==> config.mk <==
export PLATFORM = sky130hd
export DESIGN_NAME = multi_box_line_convolution
export DESIGN_NICKNAME = d
export VERILOG_FILES = /design/src/sv/mbl_pkg.sv /design/src/sv/multi_box_line_convolution.sv /design/src/sv/mbl_queue.sv /design/src/sv/mbl_accum.sv /design/src/sv/mbl_div.sv
export SDC_FILE = /design/constraint.sdc
export NUM_CORES = 2
export LEC_CHECK = 0
export BUFFER_PORTS_ARGS = -buffer_cell sky130_fd_sc_hd__buf_2
export CAP_MARGIN = 10
export CORE_ASPECT_RATIO = 1.25
export CORE_MARGIN = 4
export CORE_UTILIZATION = 40
export CTS_CLUSTER_DIAMETER = 200
export DETAILED_ROUTE_END_ITERATION = 8
export PLACE_DENSITY = 0.54
export SYNTH_ARGS = -nofsm -noshare
export SYNTH_HDL_FRONTEND = slang
export SYNTH_SLANG_ARGS = --single-unit
==> constraint.sdc <==
create_clock -name clk -period 30.4 [get_ports clk]
set_input_delay 4.56 -clock clk [delete_from_list [all_inputs] [get_ports clk]]
set_output_delay 4.56 -clock clk [all_outputs]
set_load 0.01 [all_outputs]
==> src/sv/mbl_pkg.sv <==
`timescale 1ns / 1ps
// Shared types, register codes and helpers for the multi-box line convolution.
// No dependencies; every other file imports this package.
package mbl_pkg;

  localparam int SAMPLE_W = 17;

  typedef enum logic [1:0] {
    FMT_U8  = 2'd0,
    FMT_S8  = 2'd1,
    FMT_U16 = 2'd2,
    FMT_S16 = 2'd3
  } fmt_t;

  typedef enum logic [2:0] {
    REG_LINE_COUNT    = 3'd0,
    REG_MASK_WIDTH    = 3'd1,
    REG_LINE_STARTS   = 3'd2,
    REG_LINE_ENDS     = 3'd3,
    REG_LINE_FACTORS  = 3'd4,
    REG_DIVISOR       = 3'd5,
    REG_OFFSET        = 3'd6,
    REG_SAMPLE_FORMAT = 3'd7
  } cfg_reg_t;

  typedef struct packed {
    logic [2:0]         line_count;
    logic [6:0]         mask_width;
    logic [31:0]        line_starts;
    logic [31:0]        line_ends;
    logic [63:0]        line_factors;
    logic signed [20:0] divisor;
    logic signed [16:0] offset;
    fmt_t               sample_format;
  } cfg_t;

  typedef struct packed {
    logic signed [SAMPLE_W-1:0] sample;
    logic                       line_begin;
  } item_t;

  typedef enum logic [1:0] {
    A_IDLE,
    A_SWEEP,
    A_MAC,
    A_HAND
  } acc_state_t;

  typedef enum logic [1:0] {
    D_IDLE,
    D_RUN,
    D_FIN,
    D_OUT
  } div_state_t;

  // Width of one segment sum for a window of mw samples.
  function automatic int sum_width(int mw);
    return 18 + $clog2(mw);
  endfunction

  // Width of the weighted total of up to four segment sums.
  function automatic int acc_width(int mw);
    return sum_width(mw) + 19;
  endfunction

  // Keeps only the bits that the format defines, sign extended where signed.
  function automatic logic signed [SAMPLE_W-1:0] take_sample(logic [SAMPLE_W-1:0] raw,
                                                              fmt_t fmt);
    logic signed [SAMPLE_W-1:0] v;
    case (fmt)
      FMT_U8:  v = {9'b0, raw[7:0]};
      FMT_S8:  v = {{9{raw[7]}}, raw[7:0]};
      FMT_U16: v = {1'b0, raw[15:0]};
      default: v = {raw[15], raw[15:0]};
    endcase
    return v;
  endfunction

endpackage

==> src/sv/multi_box_line_convolution.sv <==
`timescale 1ns / 1ps
// Top level: configuration registers, input queue, window/sum unit and divider.
// Depends on mbl_pkg, mbl_queue, mbl_accum and mbl_div.
//
//   Channel  Handshake              Payload
//   input    in_valid / in_ready    sample, line_begin
//   output   out_valid / out_ready  filtered_sample
//   config   cfg_valid / cfg_ready  cfg_index, cfg_data
//
// Each item passes through the window sweep, then through the weighted total when a
// result follows; the sweep sets the rate.
// The divider then runs the division and overlaps the next sweep.
// Reset clears the state machines, queue pointers, window fill and window, and sets the registers to their defaults.
// A two-entry input queue and the result register let either side stall on its own.
module multi_box_line_convolution import mbl_pkg::*; #(
  parameter int MAX_WINDOW   = 64,
  parameter int MAX_SEGMENTS = 4
) (
  input  logic                       clk,
  input  logic                       rst,
  input  logic                       in_valid,
  output logic                       in_ready,
  input  logic signed [SAMPLE_W-1:0] sample,
  input  logic                       line_begin,
  output logic                       out_valid,
  input  logic                       out_ready,
  output logic signed [SAMPLE_W-1:0] filtered_sample,
  input  logic                       cfg_valid,
  output logic                       cfg_ready,
  input  logic [2:0]                 cfg_index,
  input  logic [63:0]                cfg_data
);

  localparam int AW = acc_width(MAX_WINDOW);

  cfg_t  cfg;
  item_t item;
  logic  item_valid;
  logic  item_ready;
  logic  acc_valid;
  logic  acc_ready;
  logic signed [AW-1:0] acc;

  assign cfg_ready = 1'b1;

  always_ff @(posedge clk) begin
    if (rst) begin
      cfg.line_count    <= '0;
      cfg.mask_width    <= 7'd1;
      cfg.line_starts   <= '0;
      cfg.line_ends     <= '0;
      cfg.line_factors  <= '0;
      cfg.divisor       <= 21'sd1;
      cfg.offset        <= '0;
      cfg.sample_format <= FMT_U8;
    end else if (cfg_valid) begin
      unique case (cfg_reg_t'(cfg_index))
        REG_LINE_COUNT:    cfg.line_count    <= cfg_data[2:0];
        REG_MASK_WIDTH:    cfg.mask_width    <= cfg_data[6:0];
        REG_LINE_STARTS:   cfg.line_starts   <= cfg_data[31:0];
        REG_LINE_ENDS:     cfg.line_ends     <= cfg_data[31:0];
        REG_LINE_FACTORS:  cfg.line_factors  <= cfg_data;
        REG_DIVISOR:       cfg.divisor       <= cfg_data[20:0];
        REG_OFFSET:        cfg.offset        <= cfg_data[16:0];
        REG_SAMPLE_FORMAT: cfg.sample_format <= fmt_t'(cfg_data[1:0]);
        default: ;
      endcase
    end
  end

  mbl_queue u_queue (
    .clk        (clk),
    .rst        (rst),
    .in_valid   (in_valid),
    .in_ready   (in_ready),
    .sample     (sample),
    .line_begin (line_begin),
    .fmt        (cfg.sample_format),
    .item_valid (item_valid),
    .item_ready (item_ready),
    .item       (item)
  );

  mbl_accum #(
    .MAX_WINDOW   (MAX_WINDOW),
    .MAX_SEGMENTS (MAX_SEGMENTS)
  ) u_accum (
    .clk        (clk),
    .rst        (rst),
    .cfg        (cfg),
    .item_valid (item_valid),
    .item_ready (item_ready),
    .item       (item),
    .acc_valid  (acc_valid),
    .acc_ready  (acc_ready),
    .acc        (acc)
  );

  mbl_div #(
    .MAX_WINDOW (MAX_WINDOW)
  ) u_div (
    .clk             (clk),
    .rst             (rst),
    .cfg             (cfg),
    .acc_valid       (acc_valid),
    .acc_ready       (acc_ready),
    .acc             (acc),
    .out_valid       (out_valid),
    .out_ready       (out_ready),
    .filtered_sample (filtered_sample)
  );

endmodule

==> src/sv/mbl_queue.sv <==
`timescale 1ns / 1ps
// Front end: takes input transfers, applies the sample format and queues them.
// Depends on mbl_pkg.
module mbl_queue import mbl_pkg::*; (
  input  logic                       clk,
  input  logic                       rst,
  input  logic                       in_valid,
  output logic                       in_ready,
  input  logic signed [SAMPLE_W-1:0] sample,
  input  logic                       line_begin,
  input  fmt_t                       fmt,
  output logic                       item_valid,
  input  logic                       item_ready,
  output item_t                      item
);

  item_t      slots [2];
  logic       wr_ptr;
  logic       rd_ptr;
  logic [1:0] count;
  logic       push;
  logic       pop;

  assign in_ready   = (count != 2'd2);
  assign item_valid = (count != 2'd0);
  assign item       = slots[rd_ptr];
  assign push       = in_valid && in_ready;
  assign pop        = item_valid && item_ready;

  always_ff @(posedge clk) begin
    if (push) begin
      slots[wr_ptr].sample     <= take_sample(sample, fmt);
      slots[wr_ptr].line_begin <= line_begin;
    end
  end

  always_ff @(posedge clk) begin
    if (rst) begin
      wr_ptr <= 1'b0;
      rd_ptr <= 1'b0;
      count  <= 2'd0;
    end else begin
      if (push) wr_ptr <= ~wr_ptr;
      if (pop) rd_ptr <= ~rd_ptr;
      case ({push, pop})
        2'b10:   count <= count + 2'd1;
        2'b01:   count <= count - 2'd1;
        default: count <= count;
      endcase
    end
  end

endmodule

==> src/sv/mbl_accum.sv <==
`timescale 1ns / 1ps
// Back end, first half: sample window, segment sums and the weighted total.
// Depends on mbl_pkg.
module mbl_accum import mbl_pkg::*; #(
  parameter int MAX_WINDOW   = 64,
  parameter int MAX_SEGMENTS = 4
) (
  input  logic                                   clk,
  input  logic                                   rst,
  input  cfg_t                                   cfg,
  input  logic                                   item_valid,
  output logic                                   item_ready,
  input  item_t                                  item,
  output logic                                   acc_valid,
  input  logic                                   acc_ready,
  output logic signed [acc_width(MAX_WINDOW)-1:0] acc
);

  localparam int IW   = (MAX_WINDOW > 1) ? $clog2(MAX_WINDOW) : 1;
  localparam int FW   = $clog2(MAX_WINDOW + 1);
  localparam int NSEG = (MAX_SEGMENTS < 4) ? MAX_SEGMENTS : 4;
  localparam int KW   = (NSEG > 1) ? $clog2(NSEG) : 1;
  localparam int SW   = sum_width(MAX_WINDOW);
  localparam int AW   = acc_width(MAX_WINDOW);
  localparam int PW   = 10;

  acc_state_t state, state_next;

  logic signed [SAMPLE_W-1:0] win [MAX_WINDOW];
  logic signed [SW-1:0]       sums [NSEG];
  logic [IW-1:0]              cnt;
  logic [FW-1:0]              fill;
  logic [FW-1:0]              fill_base;
  logic [KW-1:0]              kidx;

  logic [PW-1:0] mw;
  logic [PW-1:0] w_eff;
  logic [PW-1:0] base;
  logic [PW-1:0] pos;
  logic [PW-1:0] rel;
  logic [2:0]    nseg;
  logic [NSEG-1:0] hit;
  logic          sweep_last;
  logic          mac_last;
  logic          window_full;
  logic signed [15:0]    factor;
  logic signed [SW+15:0] product;

  assign mw    = PW'(cfg.mask_width);
  assign w_eff = (mw == '0) ? PW'(1) : ((mw > PW'(MAX_WINDOW)) ? PW'(MAX_WINDOW) : mw);
  assign base  = PW'(MAX_WINDOW) - w_eff;
  assign nseg  = (cfg.line_count > 3'(NSEG)) ? 3'(NSEG) : cfg.line_count;
  // The window rotates once per sweep cycle, so win[0] holds original slot cnt.
  assign pos   = PW'(cnt);
  assign rel   = pos - base;

  for (genvar k = 0; k < NSEG; k++) begin : g_seg
    logic [PW-1:0] st;
    logic [PW-1:0] en;
    logic [PW-1:0] en_c;
    assign st     = PW'(cfg.line_starts[8*k +: 8]);
    assign en     = PW'(cfg.line_ends[8*k +: 8]);
    assign en_c   = (en > w_eff) ? w_eff : en;
    assign hit[k] = (3'(k) < nseg) && (pos >= base) && (rel >= st) && (rel < en_c);
  end

  assign sweep_last  = (cnt == IW'(MAX_WINDOW - 1));
  assign mac_last    = (kidx == KW'(NSEG - 1));
  assign window_full = !(PW'(fill) < w_eff);
  assign factor      = $signed(cfg.line_factors[16*kidx +: 16]);
  assign product     = factor * sums[kidx];
  assign fill_base   = item.line_begin ? '0 : fill;

  always_comb begin
    state_next = state;
    unique case (state)
      A_IDLE:  if (item_valid) state_next = A_SWEEP;
      A_SWEEP: if (sweep_last) state_next = window_full ? A_MAC : A_IDLE;
      A_MAC:   if (mac_last) state_next = A_HAND;
      A_HAND:  if (acc_ready) state_next = A_IDLE;
      default: state_next = A_IDLE;
    endcase
  end

  always_comb begin
    item_ready = 1'b0;
    acc_valid  = 1'b0;
    unique case (state)
      A_IDLE:  item_ready = 1'b1;
      A_HAND:  acc_valid  = 1'b1;
      default: ;
    endcase
  end

  always_ff @(posedge clk) begin
    if (rst) begin
      state <= A_IDLE;
      fill  <= '0;
      for (int i = 0; i < MAX_WINDOW; i++) win[i] <= '0;
    end else begin
      state <= state_next;
      if (state == A_IDLE && item_valid) begin
        for (int i = 0; i < MAX_WINDOW - 1; i++) begin
          win[i] <= item.line_begin ? '0 : win[i+1];
        end
        win[MAX_WINDOW-1] <= item.sample;
        fill <= (fill_base < FW'(MAX_WINDOW)) ? fill_base + FW'(1) : fill_base;
      end else if (state == A_SWEEP) begin
        for (int i = 0; i < MAX_WINDOW - 1; i++) win[i] <= win[i+1];
        win[MAX_WINDOW-1] <= win[0];
      end
    end
  end

  always_ff @(posedge clk) begin
    case (state)
      A_IDLE: begin
        cnt <= '0;
        for (int k = 0; k < NSEG; k++) sums[k] <= '0;
      end
      A_SWEEP: begin
        cnt  <= cnt + IW'(1);
        kidx <= '0;
        acc  <= '0;
        for (int k = 0; k < NSEG; k++) begin
          if (hit[k]) sums[k] <= sums[k] + SW'(win[0]);
        end
      end
      A_MAC: begin
        kidx <= kidx + KW'(1);
        acc  <= acc + AW'(product);
      end
      default: ;
    endcase
  end

endmodule

==> src/sv/mbl_div.sv <==
`timescale 1ns / 1ps
// Back end, second half: rounding, restoring divide, offset, clip and result register.
// Depends on mbl_pkg.
module mbl_div import mbl_pkg::*; #(
  parameter int MAX_WINDOW = 64
) (
  input  logic                                    clk,
  input  logic                                    rst,
  input  cfg_t                                    cfg,
  input  logic                                    acc_valid,
  output logic                                    acc_ready,
  input  logic signed [acc_width(MAX_WINDOW)-1:0] acc,
  output logic                                    out_valid,
  input  logic                                    out_ready,
  output logic signed [SAMPLE_W-1:0]              filtered_sample
);

  localparam int AW = acc_width(MAX_WINDOW);
  localparam int NW = AW + 1;
  localparam int CW = $clog2(NW + 1);

  div_state_t state, state_next;

  logic signed [20:0] d_eff;
  logic signed [21:0] dp1;
  logic signed [21:0] rnd;
  logic signed [NW-1:0] num;
  logic [21:0]   d_abs;
  logic [NW-1:0] quo;
  logic [20:0]   dmag;
  logic [21:0]   rem;
  logic [21:0]   trial;
  logic          neg;
  logic [CW-1:0] iter;
  logic signed [NW+1:0] qs;
  logic signed [NW+1:0] lo;
  logic signed [NW+1:0] hi;
  logic signed [NW+1:0] clipped;

  assign d_eff = (cfg.divisor == '0) ? 21'sd1 : cfg.divisor;
  assign dp1   = 22'(d_eff) + 22'sd1;
  // Halving toward zero: negative values get one added before the shift.
  assign rnd   = (dp1 < 0) ? ((dp1 + 22'sd1) >>> 1) : (dp1 >>> 1);
  assign num   = NW'(acc) + NW'(rnd);
  assign d_abs = (d_eff < 0) ? 22'(-22'(d_eff)) : 22'(d_eff);
  assign trial = {rem[20:0], quo[NW-1]};

  always_comb begin
    case (cfg.sample_format)
      FMT_U8:  begin lo = '0;            hi = (NW+2)'(255);   end
      FMT_S8:  begin lo = -(NW+2)'(128);  hi = (NW+2)'(127);   end
      FMT_U16: begin lo = '0;            hi = (NW+2)'(65535); end
      default: begin lo = -(NW+2)'(32768); hi = (NW+2)'(32767); end
    endcase
    qs = neg ? -(NW+2)'(quo) : (NW+2)'(quo);
    qs = qs + (NW+2)'(cfg.offset);
    clipped = (qs < lo) ? lo : ((qs > hi) ? hi : qs);
  end

  always_comb begin
    state_next = state;
    unique case (state)
      D_IDLE:  if (acc_valid) state_next = D_RUN;
      D_RUN:   if (iter == CW'(NW - 1)) state_next = D_FIN;
      D_FIN:   state_next = D_OUT;
      D_OUT:   if (out_ready) state_next = D_IDLE;
      default: state_next = D_IDLE;
    endcase
  end

  always_comb begin
    acc_ready = 1'b0;
    out_valid = 1'b0;
    unique case (state)
      D_IDLE:  acc_ready = 1'b1;
      D_OUT:   out_valid = 1'b1;
      default: ;
    endcase
  end

  always_ff @(posedge clk) begin
    if (rst) state <= D_IDLE;
    else state <= state_next;
  end

  always_ff @(posedge clk) begin
    case (state)
      D_IDLE: begin
        quo  <= (num < 0) ? NW'(-num) : NW'(num);
        neg  <= (num < 0) != (d_eff < 0);
        dmag <= d_abs[20:0];
        rem  <= '0;
        iter <= '0;
      end
      D_RUN: begin
        iter <= iter + CW'(1);
        if (trial >= {1'b0, dmag}) begin
          rem <= trial - {1'b0, dmag};
          quo <= {quo[NW-2:0], 1'b1};
        end else begin
          rem <= trial;
          quo <= {quo[NW-2:0], 1'b0};
        end
      end
      D_FIN: filtered_sample <= clipped[SAMPLE_W-1:0];
      default: ;
    endcase
  end

endmodule
---- Yosys cells after proc, flatten, opt, wreduce, memory -nomap -nowiden ----
Memories as Yosys holds them, arrays and structs flattened. A register that Yosys moved wholly into a read port is not among the register bits.
Index checks and enable logic that the tools add are counted.
storage, ports and cells
  bits in latches ......................... 0
  output and inout bits ................... 20
  memories ................................ 3
  register bits ........................... 354
  memory bits (writable) .................. 1220
  bits in read-only memories .............. 0
cells by class
  reductions and logical operators ........ 37
  order comparisons ....................... 27
  $mul .................................... 1
  shift operators ......................... 1
  multiplexer cells ....................... 265
  div/mod/pow operators ................... 0
  eq/ne operators ......................... 29
  bitwise logic cells ..................... 134
  add/sub/neg operators ................... 21
memory list
  memory         words  bits a word  rd ports  clocked after Yosys merged registers in  wr ports  line             RTL
  u_accum.win    64     17           64        0                                        64        mbl_accum.sv:29  logic signed [SAMPLE_W-1:0] win [MAX_WINDOW];
  u_accum.sums   4      24           5         1                                        4         mbl_accum.sv:30  logic signed [SW-1:0] sums [NSEG];
  u_queue.slots  2      18           1         1                                        1         mbl_queue.sv:17  item_t slots [2];
operators by type and width
  cell                                                 number
  2-to-1 mux 17 bit                                    194
  OR 1 bit                                             132
  adder 24 x 17 -> 24 bit                              4
  2-to-1 mux 24 bit                                    4
  case mux 46 bit (2 select lines)                     1
  case mux 44 bit (2 select lines)                     1
  case mux 43 bit (2 select lines)                     1
  indexed part select 64 x 7 -> 16 bit                 1
  2-to-1 mux 21 bit                                    3
  case mux 17 bit (3 select lines)                     1
  2-to-1 mux 10 bit                                    5
  case mux 16 bit (3 select lines)                     1
  adder 46 x 17 -> 46 bit                              1
  > comparator 46 x 17 -> 1 bit                        1
  < comparator 46 bit                                  1
  2-to-1 mux 46 bit                                    1
  negation 44 -> 46 bit                                1
  adder 43 x 22 -> 44 bit                              1
  < comparator 44 x 1 -> 1 bit, second input constant  1
  2-to-1 mux 44 bit                                    1
  negation 44 bit                                      1
  adder 43 x 40 -> 43 bit                              1
  case mux 21 bit (2 select lines)                     1
  greater-or-equal comparator 10 x 8 -> 1 bit          4
  51 further kinds                                     152

---- Depth between registers and ports, before layout ----
  depth after elaboration ................. 12
  depth in mapped cells ................... 32

---- By module ----
Synthesis repeated with hierarchy kept, for this count alone.
second synthesis, totals
  cell total of the unflattened synthesis .. 8212
  area total of the unflattened synthesis .. 94262.9 sq um
modules (own cells, without submodules)
  module                      area an instance (sq um)  cells an instance  seq. area each (sq um)  instances
  mbl_accum                   69822.0                   5572               37305.8                 1
  mbl_div                     15506.1                   1874               3343.2                  1
  multi_box_line_convolution  7333.3                    666                3563.4                  1
  mbl_queue                   1601.5                    100                1181.1                  1

---- Least setup slack after synthesis ----
OpenSTA, ideal clock, no wires.
  path kind ............................... input to register
  start ................................... input rst
  end ..................................... memory u_accum.win[0][0] (enable)
  setup slack ............................. 13070 ps
  stages .................................. 2
  data required time ...................... 29456 ps
  arrival time ............................ 16386 ps
  setup time .............................. 944 ps
  path buffers ............................ 1
  cell sequence ........................... clkbuf_1 or3_1
RTL lines
  element      line                              RTL
  from (decl)  multi_box_line_convolution.sv:20  input logic rst,
  to (decl)    mbl_accum.sv:29

---- Worst setup path after layout ----
  start ................................... register u_accum.kidx[1]
  end ..................................... register u_accum.acc[42] (data pin)
on the way
  longest elaborated chain between the ends .. 4
RTL lines
  element                               line              RTL
  from (decl)                           mbl_accum.sv:34   logic [KW-1:0] kidx;
  from (signal assigned)                mbl_accum.sv:130  kidx <= kidx + KW'(1);
  indexed part select 64 x 7 -> 16 bit  mbl_accum.sv:70   assign factor = $signed(cfg.line_factors[16*kidx +: 16]);
  multiplier 16 x 24 -> 40 bit          mbl_accum.sv:71   assign product = factor * sums[kidx];
  adder 43 x 40 -> 43 bit               mbl_accum.sv:131  acc <= acc + AW'(product);
  case mux 43 bit (2 select lines)      mbl_accum.sv:116  case (state)
  to (signal assigned)                  mbl_accum.sv:131
  to (decl)                             mbl_accum.sv:16   output logic signed [acc_width(MAX_WINDOW)-1:0] acc
No other way between the ends.
A chain may end at the register's enable or synchronous reset.

==> results.md <==
* Status: completed
* Hold_ws at 0.455 ns
* Net Sw Power at 3.42 mW
* Top cell type's share of synthesized area at 45.6%
* Final #Nets at 8,971
* Layout cells sized above 1 at 6.55%
* Setup Viol. Count Final at 0
* Clk network pwr share at a little over a fifth
* Startpoint types: flop
* Switching portion of total power at 36.4%
* Post-synth EDFFs at 1,381
* Slowest Stage Delay on Critical Path at 1.16 ns
* CP max FO at 24
* Initial Utilization at 40.2%
* Worst slew margin at 17.2%
* H-tree depth at 4
* Combinational share of power at 39.1%
* Multiplexer area fraction after synthesis at a little over 2%
* Slew @ Worst Pin at 1.24 ns
* Yosys top cell by area: edfxtp_1
* First-pass DRT Iterations at 5
* GPL Wtd Cong at about 0.85
* Multi-input gate area at ~42,000 sq um
* Root buf cell: clkbuf_16
* Synth Register Bits at 1,577
* Max Cap Viol at 0
* Post-synthesis instance area at 91,000 sq um
* Largest net degree at the start of global routing at 290
* Post-synthesis instance total at approximately 8,000
* IO Count at 110
* Fin crit share at 30.6%
* FFs w/ async S/R, synth at 0%
* Count leader, synth: edfxtp_1
* CP max stage cell: edfxtp_1
* Synthesized area per cell at 11.4 sq um
* Hold buffers post-CTS at 0
* Most frequent cell on the critical path: fa_1
* Worst Setup End Kind: flop
* Worst Hold Class: reg -> reg
* I/O Buffers at 107
* Via density at 5.13
* Seq/Total Area, Yosys at 49.9%
* Final HPWL DP at 145,000 um
* Register share of total power at 40.0%
* FF+latch area at 45,400 sq um
* Internal power at a little under 6 mW
* Drt drc at 0
* Drt total wl at 206,000 um
* Cell area power density at roughly 94 nW/um^2
* # resized after CTS at 0
* Critical Path AT at slightly below 10 ns
* Initial antenna violation count at 18
* Layout area overhead at 9.57%
* Crit Path Class: reg -> reg
* Final worst path period need at 9.31 ns
* ANT nets after route at 0
* Clock transition at path regs at roughly 0.060 ns
* Compound-Gate Fraction of Synth Area at 7.35%
* Site row count at 195
* Post-synthesis simple-gate area fraction at 17.6%
* Leak at 39.1 nW
* WP data required at 30.91 ns
* Die Area at 235,000 sq um
* Initial DRC count at 3,083
* Core region area at 226,000 sq um
* Gr ovfl total at 0
* Number of global-route vias before repair at approximately 58,000
* Netlist cell types at 95
* First-pass GRT wire length at 326,000 um
* YS warnings at 0
* Top cells by area, synth: edfxtp_1 (46%), fa_1 (9.6%), and2_1 (7.9%), ha_1 (6.4%), dfxtp_1 (4.3%)
* Maximum VDD drop at around 0.064 mV
* Commonest cells post-synth: edfxtp_1 (1,381), and2_1 (1,153), nand2_1 (808)
* Final Hold Vio Count at 0
* Total of fill cells in the finished design at 20,897
* Vias at 56,673
* CTS max path bufs at 4
* Routed len/inst at 18.6 um
* Largest family of logic cells by synthesized area: simple AND/OR/NAND/NOR gates
* Synth Area in Adders at approximately 16%
* Post-CTS Setup Bufs at 0
* Peak Freq at 0.107 GHz
* Total clock sinks at about 1,600
* Max-slew violation count at 0
* CTS tree: yes
* XOR/XNOR Fraction of Synth Area at between 3 and 4%
* Ys flop type: edfxtp_1
* Total GRT Usage at between 15 and 20%
* Die width at 435 um
* Total Neg Setup Slack at 0 ns
* Setup Skew at 0.0831 ns
* CTS Buf Count at about 170
* Unrepaired setup endpoints after global routing: no
* Chip height at between 500 and 600 um
* Worst skew pair latency at 0.83 ns
-- per-layer routing --
metal	track usage (%)	part of all wire [%]	vias to the layer above	wire, um
met2	30.1	50	774	102000
li1	-	-	27403	-
met3	2.55	3.7	335	7550
met4	5.34	3.0	10	6110
met5	0	0.033	-	69
met1	22.5	44	28151	90000
-- cell families (layout without fill, tap and decap cells) --
group	after synthesis	after routing
DFF	1577	1577
muxes	145	145
buffers and inverters	892	1012
xor gates and xnor gates	342	342
adders and majority gates	904	904
and+or+nand+nor	3045	3045
other	1	10
AOI/OAI and AO/OA	1064	1064
-- stage by stage --
stage / util, % / instances / setup slack, ns / total power, mW / instance area (sq um)
floorplan: - / 7974 / 13.07 / 6.71 / 91000
global placement: 41.8 / 10757 / 21.10 / 7.44 / 94500
detailed placement: 41.8 / 10758 / 21.04 / 7.50 / 94500
CTS: 44.1 / 11048 / 20.99 / 9.53 / 99700
global route: 44.1 / 11050 / 20.65 / 10.1 / 99700
finish: 44.1 / 11054 / 21.09 / 9.39 / 99700
-- worst paths after layout --
| check | to | cells past startpoint | slack (ns) | start |
|---|---|---|---|---|
| setup reg to reg | u_accum.acc[42] | 27 | 21.09 | u_accum.kidx[1] |
| hold reg to reg | cfg[159] | 2 | 0.45 | cfg[159] |
| setup / recovery | u_accum.acc[42] | 27 | 21.09 | u_accum.kidx[1] |
| hold / removal | cfg[159] | 2 | 0.45 | cfg[159] |
-- cell type report --
cell class	count	area share (%)
timing repair buffer	177	1.13
clock buffer	207	4.54
multi-input combinational	5505	42.4
tap	2955	3.71
antenna	5	0.0126
sequential	1577	45.5
inverter	545	2.05
clock inverter	83	0.596
-- cell usage in the layout, fill, tap and decap left out, types with 90 or more instances in the layout --
master and n:
xor2_1 107, buf_2 106, nand2_1 807, clkbuf_16 174
nor2b_1 150, inv_1 543, mux2i_1 90, and2_1 1153
fa_1 438, nand3_1 98, nor2_1 375, ha_1 464
o21ai_0 189, dfxtp_1 195, edfxtp_1 1381, a21o_1 114
a21oi_1 393, xnor2_1 234
-- sequential cells by signal (all words and copies together), names as in the netlist, 17 cells and up, named ones only --
name                   count
u_accum.win             1088
cfg                      178
u_accum.sums              96
u_div.quo                 44
u_accum.acc               43
u_queue.slots             36
u_div.dmag                21
u_div.rem                 21
u_div.filtered_sample     17
-- critical path, delay by kind of cell (launching register included) --
family | cells | cell delay (ns)
flops | 1 | 1.16
mux | 2 | 0.68
compound gates | 7 | 2.15
buf+inv | 5 | 0.56
fa+ha+maj | 7 | 3.42
simple gates | 6 | 0.95
-- power by group through the flow --
stage          Clock, mW  Combinational (mW)  Sequential (mW)
5_1_grt             2.11                4.18             3.85
4_1_cts             2.03                3.73             3.77
6_report            1.96                3.67             3.76
2_1_floorplan          0                2.85             3.86
3_3_place_gp           0                3.64             3.80
3_5_place_dp           0                3.71             3.79
(Power assumes the default switching activity.)
